--- src/sv/assert_macros.svh ---
// Assertion macros used by the top-level RTL file
`ifndef ASSERT_MACROS_SVH
`define ASSERT_MACROS_SVH

// Check a property on the rising clock, ignored while reset is asserted
`define ASSERT_RST(label, clk, rst_n, prop, msg) \
  label: assert property (@(posedge clk) disable iff (!(rst_n)) (prop)) else $error(msg);

// Check a property on the rising clock at every edge
`define ASSERT_ALWAYS(label, clk, prop, msg) \
  label: assert property (@(posedge clk) (prop)) else $error(msg);

`endif

--- src/sv/cds_pkg.sv ---
// Types, constants and month length lookup for the calendar day stepper
package cds_pkg;

  localparam int unsigned YearW  = 14;
  localparam int unsigned MonthW = 4;
  localparam int unsigned DayW   = 5;

  localparam logic [YearW-1:0]  YEAR_MAX  = 14'd9999;
  localparam logic [MonthW-1:0] MONTH_JAN = 4'd1;
  localparam logic [MonthW-1:0] MONTH_FEB = 4'd2;
  localparam logic [MonthW-1:0] MONTH_DEC = 4'd12;
  localparam logic [DayW-1:0]   DAY_FIRST = 5'd1;
  localparam logic [DayW-1:0]   DAY_DEC_LAST = 5'd31;

  // Reciprocal of 100 scaled by 2^19, exact for every 14-bit year
  localparam logic [12:0] RECIP_100 = 13'd5243;
  localparam int unsigned RecipShift = 19;
  localparam logic [6:0]  CENTURY = 7'd100;

  // Direction codes
  localparam logic ACT_NEXT = 1'b0;
  localparam logic ACT_PREV = 1'b1;

  typedef struct packed {
    logic [YearW-1:0]  year;
    logic [MonthW-1:0] month;
    logic [DayW-1:0]   day;
  } date_t;

  typedef struct packed {
    logic  action;
    logic  leap;
    date_t date;
  } step_req_t;

  typedef struct packed {
    logic  error;
    date_t date;
  } step_res_t;

  // Days in month m; zero for a code that is no month
  function automatic logic [DayW-1:0] month_len(input logic [MonthW-1:0] m,
                                               input logic leap);
    logic [DayW-1:0] len;
    case (m)
      4'd1, 4'd3, 4'd5, 4'd7, 4'd8, 4'd10, 4'd12: len = 5'd31;
      4'd4, 4'd6, 4'd9, 4'd11:                    len = 5'd30;
      MONTH_FEB:                                  len = leap ? 5'd29 : 5'd28;
      default:                                    len = 5'd0;
    endcase
    return len;
  endfunction

endpackage

--- src/sv/cds_step.sv ---
// Date validation and one-day step, given the leap flag of the year
module cds_step (
  input  cds_pkg::step_req_t req_i,
  output cds_pkg::step_res_t res_o
);

  logic [cds_pkg::DayW-1:0]   len;
  logic [cds_pkg::DayW-1:0]   prev_len;
  logic [cds_pkg::MonthW-1:0] prev_month;
  logic                       bad_in;
  cds_pkg::date_t             d;

  assign prev_month = req_i.date.month - 4'd1;
  assign len        = cds_pkg::month_len(req_i.date.month, req_i.leap);
  assign prev_len   = cds_pkg::month_len(prev_month, req_i.leap);
  assign bad_in     = (req_i.date.year > cds_pkg::YEAR_MAX) || (len == 5'd0) ||
                      (req_i.date.day == 5'd0) || (req_i.date.day > len);

  always_comb begin
    res_o.error = 1'b0;
    d           = req_i.date;
    if (bad_in) begin
      res_o.error = 1'b1;
    end else if (req_i.action == cds_pkg::ACT_NEXT) begin
      if (req_i.date.day < len) begin
        d.day = req_i.date.day + 5'd1;
      end else if (req_i.date.month < cds_pkg::MONTH_DEC) begin
        d.month = req_i.date.month + 4'd1;
        d.day   = cds_pkg::DAY_FIRST;
      end else if (req_i.date.year < cds_pkg::YEAR_MAX) begin
        d.year  = req_i.date.year + 14'd1;
        d.month = cds_pkg::MONTH_JAN;
        d.day   = cds_pkg::DAY_FIRST;
      end else begin
        res_o.error = 1'b1;
      end
    end else begin
      if (req_i.date.day > cds_pkg::DAY_FIRST) begin
        d.day = req_i.date.day - 5'd1;
      end else if (req_i.date.month > cds_pkg::MONTH_JAN) begin
        d.month = prev_month;
        d.day   = prev_len;
      end else if (req_i.date.year != 14'd0) begin
        d.year  = req_i.date.year - 14'd1;
        d.month = cds_pkg::MONTH_DEC;
        d.day   = cds_pkg::DAY_DEC_LAST;
      end else begin
        res_o.error = 1'b1;
      end
    end
    // zero the fields on any error
    res_o.date = res_o.error ? '0 : d;
  end

endmodule

--- src/sv/calendar_day_stepper_unit.sv ---
// Top level: three-stage pipelined Gregorian next/previous day stepper
//
//  channel | handshake       | payload
//  --------+-----------------+------------------------------------------------
//  request | start, busy     | action_i, year_in_i, month_in_i, day_in_i
//  result  | done_o (strobe) | error_o, year_out_o, month_out_o, day_out_o
//
//  One transaction per cycle; busy is always low, since every stage moves on
//  every cycle. A result strobes on done_o as the request leaves stage 3.
//  Stage 1 holds year * (2^19/100), stage 2 the leap flag, stage 3 the result.
//  Reset clears only the stage valid bits. The receiver cannot stall.
`include "assert_macros.svh"

module calendar_day_stepper_unit (
  input  logic                         clk_i,
  input  logic                         rst_ni,
  input  logic                         start,
  output logic                         busy,
  input  logic                         action_i,
  input  logic [cds_pkg::YearW-1:0]    year_in_i,
  input  logic [cds_pkg::MonthW-1:0]   month_in_i,
  input  logic [cds_pkg::DayW-1:0]     day_in_i,
  output logic                         done_o,
  output logic                         error_o,
  output logic [cds_pkg::YearW-1:0]    year_out_o,
  output logic [cds_pkg::MonthW-1:0]   month_out_o,
  output logic [cds_pkg::DayW-1:0]     day_out_o
);

  // stage 1
  logic           s1_vld_q;
  logic           s1_act_q;
  cds_pkg::date_t s1_date_q;
  logic [26:0]    s1_prod_q;
  // stage 2
  logic           s2_vld_q;
  logic           s2_act_q;
  logic           s2_leap_q;
  cds_pkg::date_t s2_date_q;
  // stage 3
  logic               s3_vld_q;
  cds_pkg::step_res_t s3_res_q;

  logic               accept;
  logic [7:0]         quot;
  logic [14:0]        rem;
  logic               div4;
  logic               div100;
  logic               leap_d;
  cds_pkg::step_req_t req;
  cds_pkg::step_res_t res_d;

  assign busy   = 1'b0;
  assign accept = start && !busy;

  // quotient of year / 100 from the reciprocal product
  assign quot   = s1_prod_q[26:cds_pkg::RecipShift];
  assign rem    = {1'b0, s1_date_q.year} - (quot * {1'b0, cds_pkg::CENTURY});
  assign div4   = (s1_date_q.year[1:0] == 2'd0);
  assign div100 = (rem == 15'd0);
  assign leap_d = (div100 && (quot[1:0] == 2'd0)) || (div4 && !div100);

  assign req.action = s2_act_q;
  assign req.leap   = s2_leap_q;
  assign req.date   = s2_date_q;

  cds_step u_step (
    .req_i (req),
    .res_o (res_d)
  );

  always_ff @(posedge clk_i or negedge rst_ni) begin
    if (!rst_ni) begin
      s1_vld_q <= 1'b0;
      s2_vld_q <= 1'b0;
      s3_vld_q <= 1'b0;
    end else begin
      s1_vld_q <= accept;
      s2_vld_q <= s1_vld_q;
      s3_vld_q <= s2_vld_q;
    end
  end

  always_ff @(posedge clk_i) begin
    s1_act_q   <= action_i;
    s1_date_q  <= '{year: year_in_i, month: month_in_i, day: day_in_i};
    s1_prod_q  <= {13'd0, year_in_i} * {14'd0, cds_pkg::RECIP_100};
    s2_act_q   <= s1_act_q;
    s2_date_q  <= s1_date_q;
    s2_leap_q  <= leap_d;
    s3_res_q   <= res_d;
  end

  assign done_o      = s3_vld_q;
  assign error_o     = s3_res_q.error;
  assign year_out_o  = s3_res_q.date.year;
  assign month_out_o = s3_res_q.date.month;
  assign day_out_o   = s3_res_q.date.day;

  `ASSERT_RST(a_latency, clk_i, rst_ni, accept |-> ##3 done_o, "result strobe missing after start")
  `ASSERT_RST(a_no_spurious, clk_i, rst_ni, done_o |-> $past(accept, 3), "result without a request")
  `ASSERT_RST(a_err_zero, clk_i, rst_ni, (done_o && error_o) |-> (year_out_o == 14'd0 && month_out_o == 4'd0 && day_out_o == 5'd0), "error result with nonzero fields")
  `ASSERT_RST(a_ok_range, clk_i, rst_ni, (done_o && !error_o) |-> (month_out_o != 4'd0 && month_out_o <= cds_pkg::MONTH_DEC && day_out_o != 5'd0 && year_out_o <= cds_pkg::YEAR_MAX), "valid result out of range")

endmodule
--- config.mk ---
export PLATFORM = sky130hd
export DESIGN_NAME = calendar_day_stepper_unit
export DESIGN_NICKNAME = d
export VERILOG_FILES = /design/src/sv/cds_pkg.sv /design/src/sv/cds_step.sv /design/src/sv/calendar_day_stepper_unit.sv
export VERILOG_INCLUDE_DIRS = /design/src /design/src/sv
export SDC_FILE = /design/constraint.sdc
export NUM_CORES = 1
export LEC_CHECK = 0
export CORE_MARGIN = 10
export CORE_UTILIZATION = 45
export DETAILED_ROUTE_END_ITERATION = 16
export DONT_BUFFER_PORTS = 1
export PLACE_DENSITY_LB_ADDON = 0.12
export SLEW_MARGIN = 0
export SYNTH_ARGS = -nofsm -noshare
export SYNTH_HDL_FRONTEND = slang
export SYNTH_SLANG_ARGS = --single-unit
export TNS_END_PERCENT = 50
--- constraint.sdc ---
create_clock -name clk_i -period 9.55 [get_ports clk_i]
set_clock_uncertainty 0.1 [all_clocks]
set_input_delay 0.955 -clock clk_i [delete_from_list [all_inputs] [get_ports clk_i]]
set_output_delay 0.955 -clock clk_i [all_outputs]
set_load 0.01 [all_outputs]
* Word-level counts from Yosys, hierarchy flattened
Index checks and enable logic that the tools add are counted.
Operators by class: equality and inequality tests 24, add/subtract/negate cells 7, multiplexer cells 23, div/mod/pow operators 0, reduce and logical (&&, ||, !) cells 17, multipliers 2, bitwise gates (word level) 0, shift-type cells 0, order comparisons 7
Operators with widths (number):
- 23-bit two-way mux | 4
- 4-bit equality test (second input constant) | 10
- 18-bit two-way mux | 2
- 4-bit by 3-bit equality test with 1-bit output (second input constant) | 8
- 5-bit one-hot mux with 3 select lines | 2
- 14-bit two-way mux | 2
- 14-bit by 13-bit multiplier with 27-bit output (second input constant) | 1
- 9-bit two-way mux | 2
- 4-bit by 2-bit equality test with 1-bit output (second input constant) | 4
- 15-bit zero test | 1
- 14-bit by 15-bit subtractor with 15-bit output | 1
- 14-bit by 1-bit adder with 14-bit output (second input constant) | 1
- 14-bit greater-than comparator (second input constant) | 1
- 14-bit less-than comparator (second input constant) | 1
- 14-bit nonzero test | 1
- 7-bit OR reduction | 2
- 14-bit by 1-bit subtractor with 14-bit output (second input constant) | 1
- 8-bit by 5-bit multiplier with 13-bit output (second input constant) | 1
- 5-bit zero test | 2
- 5-bit two-way mux | 2
- 1-bit two-way mux | 9
- 4-bit by 1-bit equality test with 1-bit output (second input constant) | 2
- 4-bit OR reduction | 2
- 5-bit by 1-bit adder with 5-bit output (second input constant) | 1
- other kinds (12) | 17
Storage, ports and cells: flip-flop bits (word level) 103, output and inout bits 26, memories kept 0, memory bits (writable) 0, latch bits 0, memory bits (read-only) 0, input bits 27

* Longest topological paths before layout
depth after elaboration 8, mapped depth 17

* Cells and area by module
Synthesis repeated with hierarchy kept, for this count alone.
Unflattened totals: cell total of the unflattened synthesis 881, area, all modules 8122.8 um2
By module, submodules not included:
- calendar_day_stepper_unit | times used 1, seq. area each 1696.6 um2, area an instance 6311.1 um2, cells an instance 595
- cds_step | times used 1, seq. area each 0.0 um2, area an instance 1811.7 um2, cells an instance 286

* Worst setup path before layout
No wires, ideal clock.
kind in2reg, from in year_in_i[11] (netlist name), to reg s1_prod_q[26], arrival 4932 ps, slack 4402 ps, cell stages on the path 15, data required time 9335 ps, path through fa_1 -> ha_1 -> fa_1 -> fa_1 -> inv_1 -> fa_1 -> inv_1 -> ha_1 -> nand4_1 -> nor3_1 -> a32oi_1 -> a31oi_1 -> nor3_1 -> or3_1 -> and3_1
On the way: longest elaborated chain between the ends 1
Ends and longest elaborated chain:
- from (decl) | line calendar_day_stepper_unit.sv:20 | input logic [cds_pkg::YearW-1:0] year_in_i,
- 14-bit by 13-bit multiplier with 27-bit output | line calendar_day_stepper_unit.sv:87 | s1_prod_q <= {13'd0, year_in_i} * {14'd0, cds_pkg::RECIP_100};
- to (signal assigned) | line calendar_day_stepper_unit.sv:87
- to (decl) | line calendar_day_stepper_unit.sv:34 | logic [26:0] s1_prod_q;
Every way passes these cells. A chain may end at the register's enable or synchronous reset.

* Worst setup path after layout
from in year_in_i[9] (netlist name), to reg s1_prod_q[26]
The elaborated chain is that of the path after synthesis.

==> flow_summary.ini <==
[clock_tree]
numCtsBuffers = 9
cts_hold_buf = 0
post_cts_buffers = 0
cts_buffer_depth = 2
clk_pin_slew_ns = 0.06
post_cts_resized = 0
clock_latency_ns = 0.35
cts_tree = yes
root_buffer = clkbuf_16
cts.sinks = 84
htreeDepth = 3

[worst_setup_path]
end_kind = register
timing.rr.start = req[6]$_DFF_P_
r2r_end = month_out_o[3]$_SDFF_PP0_
crit_path_max_incr_delay_ns = 0.54
crit_slowest_cell = fa_1
criticalPathCategory = in2reg
worst-path-buf-inv = 4
crit_chain = fa_1, ha_1, inv_1, fa_1, inv_1, fa_1, inv_1, fa_1, inv_1, ha_1, nand4_1, nor3_1, a32oi_1, a31oi_1, nor3_1, or3_1, and3_1
required_ns = 9.68
start_kind = input pin
cp.arrival_ns = 5.32
timing.reg2reg.setup_slack_ns = 5.14
cp_top_family = adder cells
cp-startpoint = year_in_i[9]
r2r_cells = 12
critPathMaxFanout = 7

[synthesis]
synth_area_leaders = ha_1 25%, dfxtp_1 21%, fa_1 17%, inv_1 7.9%, a21oi_1 2.1%
synth_seq_cells = 84
yosysTopAreaCellShare_pct = 24.5
yosysSeqAreaShare_pct = 21.6
synth_cell_types = 75
ys_warn_count = 0
yosysTopAreaCell = ha_1
synthArstFlopShare_pct = 3.57
syn-num-nets = 1087
synth_edf_count = 0
synth_ff_type = dfxtp_1
netlist_instances = 840
postSynthAreaPerCell_sq_um = 9.35
syn_area_sq_um = 7860

[sta]
fin_hold_ws_ns = 0.207
finalSetupTns_ns = 0
setup_viol_count_final = 0
fmaxAchievable_mhz = 193
hold_violations = 0
timing.final.ws_setup_ns = 4.36
tightest_slew_ns = 0.845
fin_crit_sh_pct = 54.4
timing.slew.headroom_pct = 43.7
final_max_slew_viol_count = 0
period_needed_ns = 5.19
rsz0062_at_grt = false

[cells_and_area]
num-fill-cells = 1681
layout_common_cells = 165 x inv_1, 154 x ha_1, 81 x dfxtp_1
finalInstanceArea_sq_um = 8320
area_delta_synth_final_pct = 5.96
antennaDiodeCount = 0
drive_above_1_share_pct = 4.07
layout.nets = 1078
final_common_cell = inv_1

[floorplan]
rows = 48
start_util_pct = 45.7
die_area_sq_um = 23100
coreArea_sq_um = 17200
fp.dieW_um = 152
io_pins = 53
die_y_um = 152

[placement]
portBuffers = 0
globalplace.congestion = 0.885
place_area_sq_um = 8030
place_ws_ns = 3.98
dp_hpwl_um = 14400

[power_and_ir_drop]
cellLeakagePower_nw = 4.13
power.density_nw_per_um2 = 320
vdd_drop_max_mv = 0.194

[flow_run]
max_cap_viol_count = 0

[global_route]
grt_pass1_vias = 5678
grt_max_degree = 38
grt_pass1_wl_um = 28400
track_usage_pct = 14.7
met1_usage_pct = 18.4
antenna_found_initial = 1
grt-busiest-layer = met2
met3_usage_pct = 3.13
grt_use_met2_pct = 24.9
grt_overflow_total = 0

[detailed_routing]
dr.first_iter.drc_count = 310
num_vias = 5573
ant_nets = 0
routed_via_density = 5.25
routedWlPerCell_um = 15.9
dr.pass1.iters = 4
routed_wl_um = 16900
drc = 0

[run_status]
status = completed

[min_path]
hold_path_class = in2async
cell usage after synthesis, types with 4 or more instances:
cell,n
nand3_1,29
nand2_1,39
a21oi_1,33
fa_1,66
dfxtp_1,81
and3_1,5
a21o_1,5
a211oi_1,7
o211ai_1,4
o21ai_0,28
buf_2,9
nor2_1,32
inv_1,165
nand4_1,6
nor2b_1,6
xor2_1,14
nand2b_1,8
o21bai_1,4
xnor2_1,14
or3_1,12
nor4_1,8
ha_1,154
o21a_1,5
clkbuf_1,6
nor3_1,26
cells by family after synthesis:
| logic type | Yosys count | synth area share, % |
|---|---|---|
| adder cells (fa/ha/maj) | 220 | 41.4 |
| AND/OR/NAND/NOR | 190 | 12.7 |
| buffers and inverters | 187 | 9.43 |
| AO/OA/AOI/OAI | 128 | 11.3 |
| flip-flops | 84 | 21.6 |
| XOR/XNOR | 29 | 3.41 |
| other | 1 | 0.0477 |
| multiplexers | 1 | 0.143 |
registers in the layout, indices dropped and copies added, names as in the netlist, 4 cells and up:
register and flops:
day_out_o 5, s1_prod_q 9, year_out_o 14, s1_date_q 22, req 23, month_out_o 4
final cells by class:
type,count,area (sq um),area share [%]
clock buffers,9,225,2.71
clock inverters,7,71.3,0.857
inverters,166,623,7.49
multi-input cells,569,5420,65.1
flip-flops and latches,84,1700,20.4
well taps,225,282,3.38
repair buffers,1,7.51,0.0902
worst max path at each step:
stage	to	cells past startpoint
floorplan	s1_prod_q[26]$_DFF_P_	15
global placement	s1_prod_q[26]$_DFF_P_	15
detailed placement	s1_prod_q[26]$_DFF_P_	17
CTS	s1_prod_q[26]$_DFF_P_	17
global route	s1_prod_q[26]$_DFF_P_	17
finish	s1_prod_q[26]$_DFF_P_	17
through the flow:
step                std cells  power (W)  util, %
floorplan                 840    0.00193        -
global placement         1045    0.00225     46.7
detailed placement       1045    0.00233     46.7
CTS                      1061    0.00270     48.5
global route             1061    0.00298     48.5
finish                   1061    0.00266     48.5
where the power goes:
part           total (W)  switching (W)  internal (W)
registers       0.000436      0.0000429      0.000393
clock network   0.000343       0.000160      0.000183
logic            0.00188        0.00105      0.000831
per-layer routing:
layer  vias to the layer above  part of all wire (%)
met5                         -                     0
li1                       2797                     -
met1                      2648                    45
met3                        17                   4.7
met4                         0                   1.2
met2                       111                    49
No activity file was read; power rests on OpenSTA's default activity.
